File: src/design/pmc_pkg.sv
// Shared types and constants for the PWM input capture meter.
`timescale 1ns / 1ps
package pmc_pkg;

	// Field widths of the result beat, the prescaler and the configuration port
	localparam int CAPT_W  = 16;
	localparam int DUTY_W  = 7;
	localparam int FREQ_W  = 20;
	localparam int PRESC_W = 16;
	localparam int CFG_W   = 20;
	localparam int CFG_IDX_W = 2;

	// Register indexes of the configuration port
	localparam logic [CFG_IDX_W-1:0] REG_PRESCALE = 2'd0;
	localparam logic [CFG_IDX_W-1:0] REG_RELOAD   = 2'd1;
	localparam logic [CFG_IDX_W-1:0] REG_ENABLE   = 2'd2;
	localparam logic [CFG_IDX_W-1:0] REG_NUMER    = 2'd3;

	// Reset values of the registers
	localparam logic [PRESC_W-1:0] PRESCALE_RST = 16'd640;
	localparam logic [CAPT_W-1:0]  RELOAD_RST   = 16'hffff;
	localparam logic [FREQ_W-1:0]  NUMER_RST    = 20'd50000;

	// Arithmetic constants
	localparam logic [DUTY_W-1:0] DUTY_SCALE = 7'd100;
	localparam logic [FREQ_W-1:0] US_PER_S   = 20'd1000000;

	// Divider operand selection
	localparam logic [1:0] SEL_DUTY  = 2'd0;
	localparam logic [1:0] SEL_FREQ  = 2'd1;
	localparam logic [1:0] SEL_PERUS = 2'd2;

	// Controller to datapath commands
	typedef struct packed {
		logic       in_ready;
		logic       div_start;
		logic [1:0] div_sel;
		logic       st_duty;
		logic       st_freq;
		logic       st_perus;
		logic       out_load;
	} pmc_cmd_t;

	// Datapath to controller status
	typedef struct packed {
		logic result_due;
		logic div_done;
		logic freq_is_zero;
		logic out_full;
	} pmc_status_t;

endpackage

File: src/design/pmc_if.sv
// Valid/ready channel interfaces for the sample and result streams.
`timescale 1ns / 1ps
interface pmc_sample_if;
	logic valid;
	logic ready;
	logic pin_level;

	modport source (output valid, output pin_level, input ready);
	modport sink (input valid, input pin_level, output ready);
endinterface

interface pmc_result_if;
	logic                        valid;
	logic                        ready;
	logic [pmc_pkg::CAPT_W-1:0]  period_count;
	logic [pmc_pkg::CAPT_W-1:0]  high_count;
	logic [pmc_pkg::DUTY_W-1:0]  duty_percent;
	logic [pmc_pkg::FREQ_W-1:0]  freq_hz;
	logic [pmc_pkg::FREQ_W-1:0]  period_us;
	logic                        freq_zero;

	modport source (output valid, output period_count, output high_count,
		output duty_percent, output freq_hz, output period_us, output freq_zero,
		input ready);
	modport sink (input valid, input period_count, input high_count,
		input duty_percent, input freq_hz, input period_us, input freq_zero,
		output ready);
endinterface

File: src/design/pmc_ctrl.sv
// Sequencer for the capture arithmetic: duty, frequency, period (skipped at zero frequency), then output.
`timescale 1ns / 1ps
module pmc_ctrl (
	input  logic                clk,
	input  logic                arst_n,
	input  pmc_pkg::pmc_status_t st,
	output pmc_pkg::pmc_cmd_t    cmd
);
	import pmc_pkg::*;

	localparam logic [2:0] S_IDLE  = 3'd0;
	localparam logic [2:0] S_DUTY  = 3'd1;
	localparam logic [2:0] S_FREQ  = 3'd2;
	localparam logic [2:0] S_PERUS = 3'd3;
	localparam logic [2:0] S_OUT   = 3'd4;

	logic [2:0] state_q;
	logic [2:0] state_d;

	// Next state and commands
	always_comb begin
		state_d = state_q;
		cmd = '0;
		cmd.div_sel = SEL_DUTY;
		case (state_q)
			S_IDLE: begin
				cmd.in_ready = 1'b1;
				if (st.result_due) begin
					cmd.div_start = 1'b1;
					cmd.div_sel = SEL_DUTY;
					state_d = S_DUTY;
				end
			end
			S_DUTY: begin
				if (st.div_done) begin
					cmd.st_duty = 1'b1;
					cmd.div_start = 1'b1;
					cmd.div_sel = SEL_FREQ;
					state_d = S_FREQ;
				end
			end
			S_FREQ: begin
				if (st.div_done) begin
					cmd.st_freq = 1'b1;
					if (st.freq_is_zero) begin
						state_d = S_OUT;
					end else begin
						cmd.div_start = 1'b1;
						cmd.div_sel = SEL_PERUS;
						state_d = S_PERUS;
					end
				end
			end
			S_PERUS: begin
				if (st.div_done) begin
					cmd.st_perus = 1'b1;
					state_d = S_OUT;
				end
			end
			S_OUT: begin
				if (!st.out_full) begin
					cmd.out_load = 1'b1;
					state_d = S_IDLE;
				end
			end
			default: begin
				state_d = S_IDLE;
			end
		endcase
	end

	// State register
	always_ff @(posedge clk or negedge arst_n) begin
		if (!arst_n) begin
			state_q <= S_IDLE;
		end else begin
			state_q <= state_d;
		end
	end
endmodule

File: src/design/pmc_datapath.sv
// Timer, edge capture, shared restoring divider and output register.
`timescale 1ns / 1ps
module pmc_datapath #(
	parameter int COUNTER_BITS = 16
) (
	input  logic                            clk,
	input  logic                            arst_n,
	input  logic                            cfg_we,
	input  logic [pmc_pkg::CFG_IDX_W-1:0]   cfg_index,
	input  logic [pmc_pkg::CFG_W-1:0]       cfg_data,
	pmc_sample_if.sink                      sample,
	pmc_result_if.source                    result,
	input  pmc_pkg::pmc_cmd_t               cmd,
	output pmc_pkg::pmc_status_t            st
);
	import pmc_pkg::*;

	localparam int PROD_W = COUNTER_BITS + DUTY_W;
	localparam int DIV_W  = (PROD_W > FREQ_W) ? PROD_W : FREQ_W;
	localparam int STEP_W = $clog2(DIV_W);

	// Configuration registers
	logic [PRESC_W-1:0]      prescale_limit_q;
	logic [CAPT_W-1:0]       reload_value_q;
	logic                    capture_enable_q;
	logic [FREQ_W-1:0]       freq_numerator_q;

	// Timer state
	logic [PRESC_W-1:0]      prescale_q;
	logic [COUNTER_BITS-1:0] counter_q;
	logic                    last_level_q;
	logic [COUNTER_BITS-1:0] high_capture_q;
	logic [COUNTER_BITS-1:0] period_q;

	// Divider
	logic [DIV_W-1:0]        rem_q;
	logic [DIV_W-1:0]        quo_q;
	logic [DIV_W-1:0]        divisor_q;
	logic [STEP_W-1:0]       step_q;
	logic                    busy_q;
	logic                    done_q;
	logic [DIV_W:0]          div_shift;
	logic [DIV_W:0]          div_trial;
	logic [DIV_W-1:0]        op_dividend;
	logic [DIV_W-1:0]        op_divisor;
	logic [PROD_W-1:0]       duty_prod;

	// Results
	logic [DUTY_W-1:0]       duty_q;
	logic [FREQ_W-1:0]       freq_q;
	logic [FREQ_W-1:0]       perus_q;
	logic                    fz_q;

	logic in_fire;
	logic rising;
	logic falling;

	assign sample.ready = cmd.in_ready;
	assign in_fire = sample.valid && cmd.in_ready;
	assign rising  = sample.pin_level && !last_level_q;
	assign falling = !sample.pin_level && last_level_q;

	assign st.result_due   = in_fire && capture_enable_q && rising && (counter_q != '0);
	assign st.div_done     = done_q;
	assign st.freq_is_zero = (quo_q == '0);
	assign st.out_full     = result.valid && !result.ready;

	// Configuration writes
	always_ff @(posedge clk or negedge arst_n) begin
		if (!arst_n) begin
			prescale_limit_q <= PRESCALE_RST;
			reload_value_q   <= RELOAD_RST;
			capture_enable_q <= 1'b0;
			freq_numerator_q <= NUMER_RST;
		end else if (cfg_we) begin
			case (cfg_index)
				REG_PRESCALE: prescale_limit_q <= cfg_data[PRESC_W-1:0];
				REG_RELOAD:   reload_value_q   <= cfg_data[CAPT_W-1:0];
				REG_ENABLE:   capture_enable_q <= cfg_data[0];
				REG_NUMER:    freq_numerator_q <= cfg_data[FREQ_W-1:0];
				default: begin
				end
			endcase
		end
	end

	// Prescaler, counter, edge detect and captures, one beat per tick
	always_ff @(posedge clk or negedge arst_n) begin
		if (!arst_n) begin
			prescale_q     <= '0;
			counter_q      <= '0;
			last_level_q   <= 1'b0;
			high_capture_q <= '0;
		end else if (in_fire) begin
			last_level_q <= sample.pin_level;
			if (capture_enable_q) begin
				if (rising) begin
					counter_q  <= '0;
					prescale_q <= '0;
				end else begin
					if (falling) begin
						high_capture_q <= counter_q;
					end
					if (prescale_q >= prescale_limit_q) begin
						prescale_q <= '0;
						if ({{(CAPT_W){1'b0}}, counter_q} >=
							{{(COUNTER_BITS){1'b0}}, reload_value_q}) begin
							counter_q <= '0;
						end else begin
							counter_q <= counter_q + 1'b1;
						end
					end else begin
						prescale_q <= prescale_q + 1'b1;
					end
				end
			end
		end
	end

	// Period capture at the edge that starts the arithmetic
	always_ff @(posedge clk) begin
		if (st.result_due) begin
			period_q <= counter_q;
		end
	end

	// Divider operand selection
	assign duty_prod = {{(DUTY_W){1'b0}}, high_capture_q} * PROD_W'(DUTY_SCALE);

	always_comb begin
		case (cmd.div_sel)
			SEL_DUTY: begin
				op_dividend = DIV_W'(duty_prod);
				op_divisor  = DIV_W'(counter_q);
			end
			SEL_FREQ: begin
				op_dividend = DIV_W'(freq_numerator_q);
				op_divisor  = DIV_W'(period_q);
			end
			SEL_PERUS: begin
				op_dividend = DIV_W'(US_PER_S);
				op_divisor  = DIV_W'(quo_q[FREQ_W-1:0]);
			end
			default: begin
				op_dividend = '0;
				op_divisor  = '0;
			end
		endcase
	end

	// Restoring division, one quotient bit per cycle
	assign div_shift = {rem_q, quo_q[DIV_W-1]};
	assign div_trial = div_shift - {1'b0, divisor_q};

	always_ff @(posedge clk or negedge arst_n) begin
		if (!arst_n) begin
			busy_q <= 1'b0;
			done_q <= 1'b0;
			step_q <= '0;
		end else if (cmd.div_start) begin
			busy_q <= 1'b1;
			done_q <= 1'b0;
			step_q <= '0;
		end else if (busy_q) begin
			step_q <= step_q + 1'b1;
			if (step_q == STEP_W'(DIV_W - 1)) begin
				busy_q <= 1'b0;
				done_q <= 1'b1;
			end
		end else begin
			done_q <= 1'b0;
		end
	end

	always_ff @(posedge clk) begin
		if (cmd.div_start) begin
			rem_q     <= '0;
			quo_q     <= op_dividend;
			divisor_q <= op_divisor;
		end else if (busy_q) begin
			if (!div_trial[DIV_W]) begin
				rem_q <= div_trial[DIV_W-1:0];
				quo_q <= {quo_q[DIV_W-2:0], 1'b1};
			end else begin
				rem_q <= div_shift[DIV_W-1:0];
				quo_q <= {quo_q[DIV_W-2:0], 1'b0};
			end
		end
	end

	// Result holding registers
	always_ff @(posedge clk) begin
		if (cmd.st_duty) begin
			duty_q <= (quo_q > DIV_W'(DUTY_SCALE)) ? DUTY_SCALE : quo_q[DUTY_W-1:0];
		end
		if (cmd.st_freq) begin
			freq_q  <= quo_q[FREQ_W-1:0];
			fz_q    <= (quo_q == '0);
			perus_q <= US_PER_S;
		end
		if (cmd.st_perus) begin
			perus_q <= quo_q[FREQ_W-1:0];
		end
	end

	// Output register
	always_ff @(posedge clk or negedge arst_n) begin
		if (!arst_n) begin
			result.valid <= 1'b0;
		end else if (cmd.out_load) begin
			result.valid <= 1'b1;
		end else if (result.ready) begin
			result.valid <= 1'b0;
		end
	end

	always_ff @(posedge clk) begin
		if (cmd.out_load) begin
			result.period_count <= CAPT_W'(period_q);
			result.high_count   <= CAPT_W'(high_capture_q);
			result.duty_percent <= duty_q;
			result.freq_hz      <= freq_q;
			result.period_us    <= perus_q;
			result.freq_zero    <= fz_q;
		end
	end
endmodule

File: src/design/pwm_input_capture_meter.sv
// PWM input capture meter: one pin sample per beat, one result per measured period.
// A sample that closes no period is taken back to back while the sequencer is idle.
// A rising edge that closes a nonzero period runs three divisions (two at zero frequency) on one
// shared restoring divider, one bit per cycle, each giving a max(COUNTER_BITS+7, 20)-bit quotient,
// so samples are held off until the result is loaded into the output register.
// Reset clears the timer, the high-time capture and the valid flag; registers take defaults.
`timescale 1ns / 1ps
module pwm_input_capture_meter #(
	parameter int COUNTER_BITS = 16
) (
	input  logic                          clk,
	input  logic                          arst_n,
	input  logic                          cfg_we,
	input  logic [pmc_pkg::CFG_IDX_W-1:0] cfg_index,
	input  logic [pmc_pkg::CFG_W-1:0]     cfg_data,
	pmc_sample_if.sink                    sample,
	pmc_result_if.source                  result
);
	import pmc_pkg::*;

	pmc_cmd_t    cmd;
	pmc_status_t st;

	// Sequencer
	pmc_ctrl u_ctrl (
		.clk    (clk),
		.arst_n (arst_n),
		.st     (st),
		.cmd    (cmd)
	);

	// Timer and arithmetic
	pmc_datapath #(
		.COUNTER_BITS (COUNTER_BITS)
	) u_dp (
		.clk       (clk),
		.arst_n    (arst_n),
		.cfg_we    (cfg_we),
		.cfg_index (cfg_index),
		.cfg_data  (cfg_data),
		.sample    (sample),
		.result    (result),
		.cmd       (cmd),
		.st        (st)
	);
endmodule

File: src/flat_wrapper.sv
// flat-port wrapper written by rule: the top's interface ports become plain ports
module pwm_input_capture_meter_flat import pmc_pkg::*;
#(
	parameter int COUNTER_BITS = 16
)
  (clk, arst_n, cfg_we, cfg_index, cfg_data, sample_valid, sample_pin_level, sample_ready, result_valid, result_period_count, result_high_count, result_duty_percent, result_freq_hz, result_period_us, result_freq_zero, result_ready);
  pmc_sample_if sample_i ();
  pmc_result_if result_i ();
  input  logic clk;
  input  logic arst_n;
  input  logic cfg_we;
  input  logic [pmc_pkg::CFG_IDX_W-1:0] cfg_index;
  input  logic [pmc_pkg::CFG_W-1:0] cfg_data;
  input wire logic [$bits(sample_i.valid)-1:0] sample_valid;
  input wire logic [$bits(sample_i.pin_level)-1:0] sample_pin_level;
  output wire logic [$bits(sample_i.ready)-1:0] sample_ready;
  output wire logic [$bits(result_i.valid)-1:0] result_valid;
  output wire logic [$bits(result_i.period_count)-1:0] result_period_count;
  output wire logic [$bits(result_i.high_count)-1:0] result_high_count;
  output wire logic [$bits(result_i.duty_percent)-1:0] result_duty_percent;
  output wire logic [$bits(result_i.freq_hz)-1:0] result_freq_hz;
  output wire logic [$bits(result_i.period_us)-1:0] result_period_us;
  output wire logic [$bits(result_i.freq_zero)-1:0] result_freq_zero;
  input wire logic [$bits(result_i.ready)-1:0] result_ready;
  assign sample_i.valid = sample_valid;
  assign sample_i.pin_level = sample_pin_level;
  assign sample_ready = sample_i.ready;
  assign result_valid = result_i.valid;
  assign result_period_count = result_i.period_count;
  assign result_high_count = result_i.high_count;
  assign result_duty_percent = result_i.duty_percent;
  assign result_freq_hz = result_i.freq_hz;
  assign result_period_us = result_i.period_us;
  assign result_freq_zero = result_i.freq_zero;
  assign result_i.ready = result_ready;
  pwm_input_capture_meter #(.COUNTER_BITS(COUNTER_BITS)) u_core (.clk(clk), .arst_n(arst_n), .cfg_we(cfg_we), .cfg_index(cfg_index), .cfg_data(cfg_data), .sample(sample_i), .result(result_i));
endmodule
File: config.mk
export PLATFORM = sky130hd
export DESIGN_NAME = pwm_input_capture_meter_flat
export DESIGN_NICKNAME = d
export VERILOG_FILES = /design/src/design/pmc_pkg.sv /design/src/design/pmc_if.sv /design/src/design/pmc_ctrl.sv /design/src/design/pmc_datapath.sv /design/src/design/pwm_input_capture_meter.sv /design/src/flat_wrapper.sv
export SDC_FILE = /design/constraint.sdc
export NUM_CORES = 1
export LEC_CHECK = 0
export ABC_CLOCK_PERIOD_IN_PS = 12100
export BUFFER_PORTS_ARGS = -buffer_cell sky130_fd_sc_hd__buf_2
export CAP_MARGIN = 0
export CORE_ASPECT_RATIO = 1.1
export CORE_MARGIN = 4
export CORE_UTILIZATION = 33
export DETAILED_ROUTE_END_ITERATION = 8
export REMOVE_ABC_BUFFERS = 1
export SLEW_MARGIN = 20
export SYNTH_ARGS = -nofsm -noshare
export SYNTH_HDL_FRONTEND = slang
export SYNTH_SLANG_ARGS = --single-unit
File: constraint.sdc
create_clock -name clk -period 12.1 [get_ports clk]
set_clock_uncertainty 0.15 [all_clocks]
set_input_delay 0 -clock clk [delete_from_list [all_inputs] [get_ports clk]]
set_output_delay 0 -clock clk [all_outputs]
set_load 0.02 [all_outputs]
==> impl_metrics.sql <==
INSERT INTO impl_metrics (metric_group, metric, value, unit) VALUES
('floorplan', 'fp.dieArea', '51700', 'um2'),
('grt', 'initial_antenna_violation_count', '0', ''),
('timing', 'setup_repair_after_global_routing_missed_its_margin', 'false', ''),
('clock_tree', 'postCtsSetupBuffers', '0', ''),
('timing', 'slew-limit-headroom', '29.5', '%'),
('run_status', 'status', 'completed', ''),
('placement', 'dpl.hpwl', '26800', 'um'),
('timing', 'achievable-frequency', '241', 'MHz'),
('floorplan', 'die-width', '217', 'um'),
('placement', 'port_buffers', '109', ''),
('worst_setup_path', 'critical_path.max_fanout', '5', ''),
('route', 'detail-route-antenna-nets', '0', ''),
('clock_tree', 'cts.clk_slew.worst_paths', '0.06', 'ns'),
('worst_setup_path', 'worst_setup_path_end_kind', 'register', ''),
('timing', 'finalCritPeriodShare', '34.3', '%'),
('synth', 'dominantRegCellSynth', 'sky130_fd_sc_hd__edfxtp_1', ''),
('route', 'routed-via-count', '10800', ''),
('cells_and_area', 'syn_to_final_growth', '19.9', '%'),
('cells_and_area', 'most-common-layout-cells', 'sky130_fd_sc_hd__edfxtp_1 (187), sky130_fd_sc_hd__inv_1 (128), sky130_fd_sc_hd__ha_1 (109)', ''),
('floorplan', 'starting_density_of_the_core', '33.3', '%'),
('timing', 'hold_viol', '0', ''),
('run', 'max_cap_violations', '0', ''),
('worst_setup_path', 'setup.reg_to_reg.worst_slack', '7.95', 'ns'),
('cells_and_area', 'final_layout_size_suffix_gt1_share', '18.5', '%'),
('timing', 'postLayoutSetupSlackWorst', '7.95', 'ns'),
('worst_setup_path', 'crit_arrival', '4.29', 'ns'),
('clock_tree', 'clock_latency', '0.56', 'ns'),
('route', 'wl_per_cell', '17.6', 'um'),
('synth', 'synth_cell_types', '81', ''),
('synth', 'synth-seq-area-share', '56.3', '%'),
('clock_tree', 'cts_inserted_buffers', '37', ''),
('timing', 'final.min_clock_period', '4.15', 'ns'),
('synth', 'post-synth-top-area-cell', 'sky130_fd_sc_hd__edfxtp_1', ''),
('timing', 'tightestPinTransition', '1.06', 'ns'),
('floorplan', 'top_level_ports', '110', ''),
('synth', 'syn-instance-count', '1340', ''),
('timing', 'setup_violations', '0', ''),
('route', 'number_of_drc_markers_after_the_initial_detailed_route_iteration', '731', ''),
('placement', 'gp_congestion', '0.832', ''),
('synth', 'ys_top_cells_by_area', 'sky130_fd_sc_hd__edfxtp_1 (35%), sky130_fd_sc_hd__dfrtp_1 (14%), sky130_fd_sc_hd__ha_1 (8.6%), sky130_fd_sc_hd__dfstp_2 (4.0%), sky130_fd_sc_hd__mux2_2 (3.8%)', ''),
('grt', 'grt_max_degree', '81', ''),
('clock_tree', 'tritoncts', 'yes', ''),
('synth', 'syn_area', '15900', 'um2'),
('pwr', 'peakVddDrop', '0.116', 'mV'),
('grt', 'grt_first_pass_wirelength', '59900', 'um'),
('placement', 'dp_slack', '8.01', 'ns'),
('timing', 'finalSetupTns', '0', 'ns'),
('pwr', 'power-per-cell-area', '199', 'nW/um2'),
('cells_and_area', 'finalNonFillerCells', '2184', ''),
('grt', 'grt_remaining_overflow', '0', ''),
('clock_tree', 'ctsHoldBuffers', '52', ''),
('clock_tree', 'clock_tree.htree_level_count', '2', ''),
('synth', 'ys_warn_count', '0', ''),
('route', 'dr.pass1.iters', '5', ''),
('synth', 'synth_enable_flop_cells', '187', ''),
('grt', 'vias_in_the_first_global_route', '10600', ''),
('worst_setup_path', 'timing.critical_path.required', '12.24', 'ns'),
('worst_setup_path', 'cp-start-kind', 'register', ''),
('route', 'drt_drc_violations_left', '0', ''),
('floorplan', 'placement_rows', '84', ''),
('timing', 'hold_ws', '0.117', 'ns'),
('synth', 'synth_async_sr_flop_share', '35.0', '%'),
('route', 'drt-vias-per-instance', '4.94', ''),
('floorplan', 'core_region_area', '47700', 'um2'),
('cells_and_area', 'finish.net_count', '1658', ''),
('worst_setup_path', 'critPathKind', 'reg2reg', ''),
('floorplan', 'die_h', '238', 'um'),
('placement', 'place.detailed.instances', '2062', ''),
('clock_tree', 'cts.sinks', '323', ''),
('synth', 'ys_seq_elements', '323', ''),
('worst_hold_path', 'hold_path_class', 'in2reg', ''),
('clock_tree', 'ctsLongestPathBuffers', '3', ''),
('timing', 'final_max_tran_viols', '0', ''),
('route', 'totalWireLength', '38500', 'um'),
('cells_and_area', 'layout.cells.most_common', 'sky130_fd_sc_hd__edfxtp_1', ''),
('synth', 'synth.top_cell.area_share', '35.4', '%'),
('grt', 'grtUsageTotal', '14.7', '%'),
('synth', 'syn_avg_cell_area', '11.8', 'um2'),
('clock_tree', 'cts.root.buffer_cell', 'sky130_fd_sc_hd__clkbuf_16', ''),
('pwr', 'leakage_power_of_the_design', '8.15', 'nW'),
('clock_tree', 'cts_resized', '0', '');
-- worst paths after layout --
path,from,endpoint,cells past startpoint
max reg2reg,u_core.u_dp.high_capture_q[5],u_core.u_dp.quo_q[21],14
max,u_core.u_dp.high_capture_q[5],u_core.u_dp.quo_q[21],14
min in group asynchronous,arst_n,u_core.u_dp.freq_numerator_q[4],3
min,cfg_data[17],u_core.u_dp.freq_numerator_q[17],3
max in group asynchronous,arst_n,u_core.u_dp.high_capture_q[9],4
min reg2reg,u_core.u_dp.duty_q[4],u_core.u_dp.result.duty_percent[4],0
-- report_power, final --
part | switching (mW) | internal [mW] | leakage (nW)
clock | 0.456 | 0.761 | 0.639
combinational | 0.555 | 0.425 | 4.18
sequential | 0.192 | 1.39 | 3.32
total | 1.20 | 2.58 | 8.15
-- per-layer routing --
metal  global-route usage, %  up-vias  routed length, um
li1                        -     5149                  -
met1                    19.8     5303              17400
met5                       0        -                  0
met2                    24.0      275              17800
met3                    2.59       57               2100
met4                    5.42        0               1120
-- synth_stat cells (4+ instances only) --
library cell / instances
sky130_fd_sc_hd__nand3_1: 24
sky130_fd_sc_hd__nor4_1: 9
sky130_fd_sc_hd__mux2_2: 53
sky130_fd_sc_hd__a21o_1: 19
sky130_fd_sc_hd__xnor2_1: 18
sky130_fd_sc_hd__nand2b_1: 30
sky130_fd_sc_hd__nor2b_1: 12
sky130_fd_sc_hd__inv_1: 128
sky130_fd_sc_hd__o21ai_1: 7
sky130_fd_sc_hd__a222oi_1: 4
sky130_fd_sc_hd__a221o_1: 4
sky130_fd_sc_hd__mux2i_1: 13
sky130_fd_sc_hd__nand4_1: 8
sky130_fd_sc_hd__a31oi_1: 10
sky130_fd_sc_hd__a22oi_1: 18
sky130_fd_sc_hd__buf_2: 6
sky130_fd_sc_hd__ha_1: 109
sky130_fd_sc_hd__nor3_1: 5
sky130_fd_sc_hd__o21ai_0: 99
sky130_fd_sc_hd__a22o_1: 5
sky130_fd_sc_hd__and3_1: 24
sky130_fd_sc_hd__nand2_1: 105
sky130_fd_sc_hd__a21oi_1: 47
sky130_fd_sc_hd__fa_1: 12
sky130_fd_sc_hd__o211ai_1: 4
sky130_fd_sc_hd__o31ai_1: 12
sky130_fd_sc_hd__nor2_1: 77
sky130_fd_sc_hd__dfrtp_1: 89
sky130_fd_sc_hd__o21a_1: 5
sky130_fd_sc_hd__xor2_1: 24
sky130_fd_sc_hd__dfxtp_1: 23
sky130_fd_sc_hd__clkbuf_1: 30
sky130_fd_sc_hd__edfxtp_1: 187
sky130_fd_sc_hd__dfstp_2: 24
sky130_fd_sc_hd__a221oi_1: 4
sky130_fd_sc_hd__and2_1: 25
-- critical path: stages, from the launching register on --
cell and delay, ns:
sky130_fd_sc_hd__dfrtp_1 0.44, sky130_fd_sc_hd__ha_1 0.31, sky130_fd_sc_hd__ha_1 0.28, sky130_fd_sc_hd__inv_1 0.05, sky130_fd_sc_hd__fa_1 0.49, sky130_fd_sc_hd__inv_1 0.04
sky130_fd_sc_hd__ha_1 0.35, sky130_fd_sc_hd__a21oi_1 0.24, sky130_fd_sc_hd__o21ai_1 0.18, sky130_fd_sc_hd__o311ai_2 0.31, sky130_fd_sc_hd__a41oi_1 0.27, sky130_fd_sc_hd__a221o_1 0.38
sky130_fd_sc_hd__a21oi_1 0.18, sky130_fd_sc_hd__xor2_1 0.15, sky130_fd_sc_hd__o21ai_0 0.08
-- stage by stage --
stage	total power [mW]	utilization, %	area (um2)
6_report	3.78	39.9	19000
5_1_grt	4.00	39.9	19000
4_1_cts	3.82	39.8	19000
3_5_place_dp	2.57	35.9	17100
3_3_place_gp	2.53	35.9	17100
2_1_floorplan	2.26	-	15700
-- state kept, by name, indices dropped and copies added, names as in the netlist, 20 cells and up --
signal                        count
u_core.u_dp.result.freq_hz       20
u_core.u_dp.perus_q              20
u_core.u_dp.freq_numerator_q     20
u_core.u_dp.rem_q                23
u_core.u_dp.result.period_us     20
u_core.u_dp.freq_q               20
u_core.u_dp.divisor_q            20
u_core.u_dp.quo_q                23
-- cells by family after synthesis --
group                    count (synthesis)  share of synthesized area, %
XOR/XNOR                                43                          2.49
flip-flops                             323                          56.3
adder cells (fa/ha/maj)                121                          10.1
buffers and inverters                  170                          4.22
AND/OR/NAND/NOR                        344                          10.9
multiplexers                            66                          4.58
AO/OA/AOI/OAI                          273                          11.4
-- final cells by class --
| type | instances | area [um2] |
|---|---|---|
| Fill cell | 4555 | 28700 |
| Sequential cell | 323 | 8930 |
| Multi-Input combinational cell | 847 | 6300 |
| Timing Repair Buffer | 170 | 1170 |
| Clock buffer | 50 | 1050 |
| Tap cell | 645 | 807 |
| Inverter | 130 | 489 |
| Clock inverter | 18 | 280 |
| Antenna cell | 1 | 2.50 |
(Power assumes the default switching activity.)
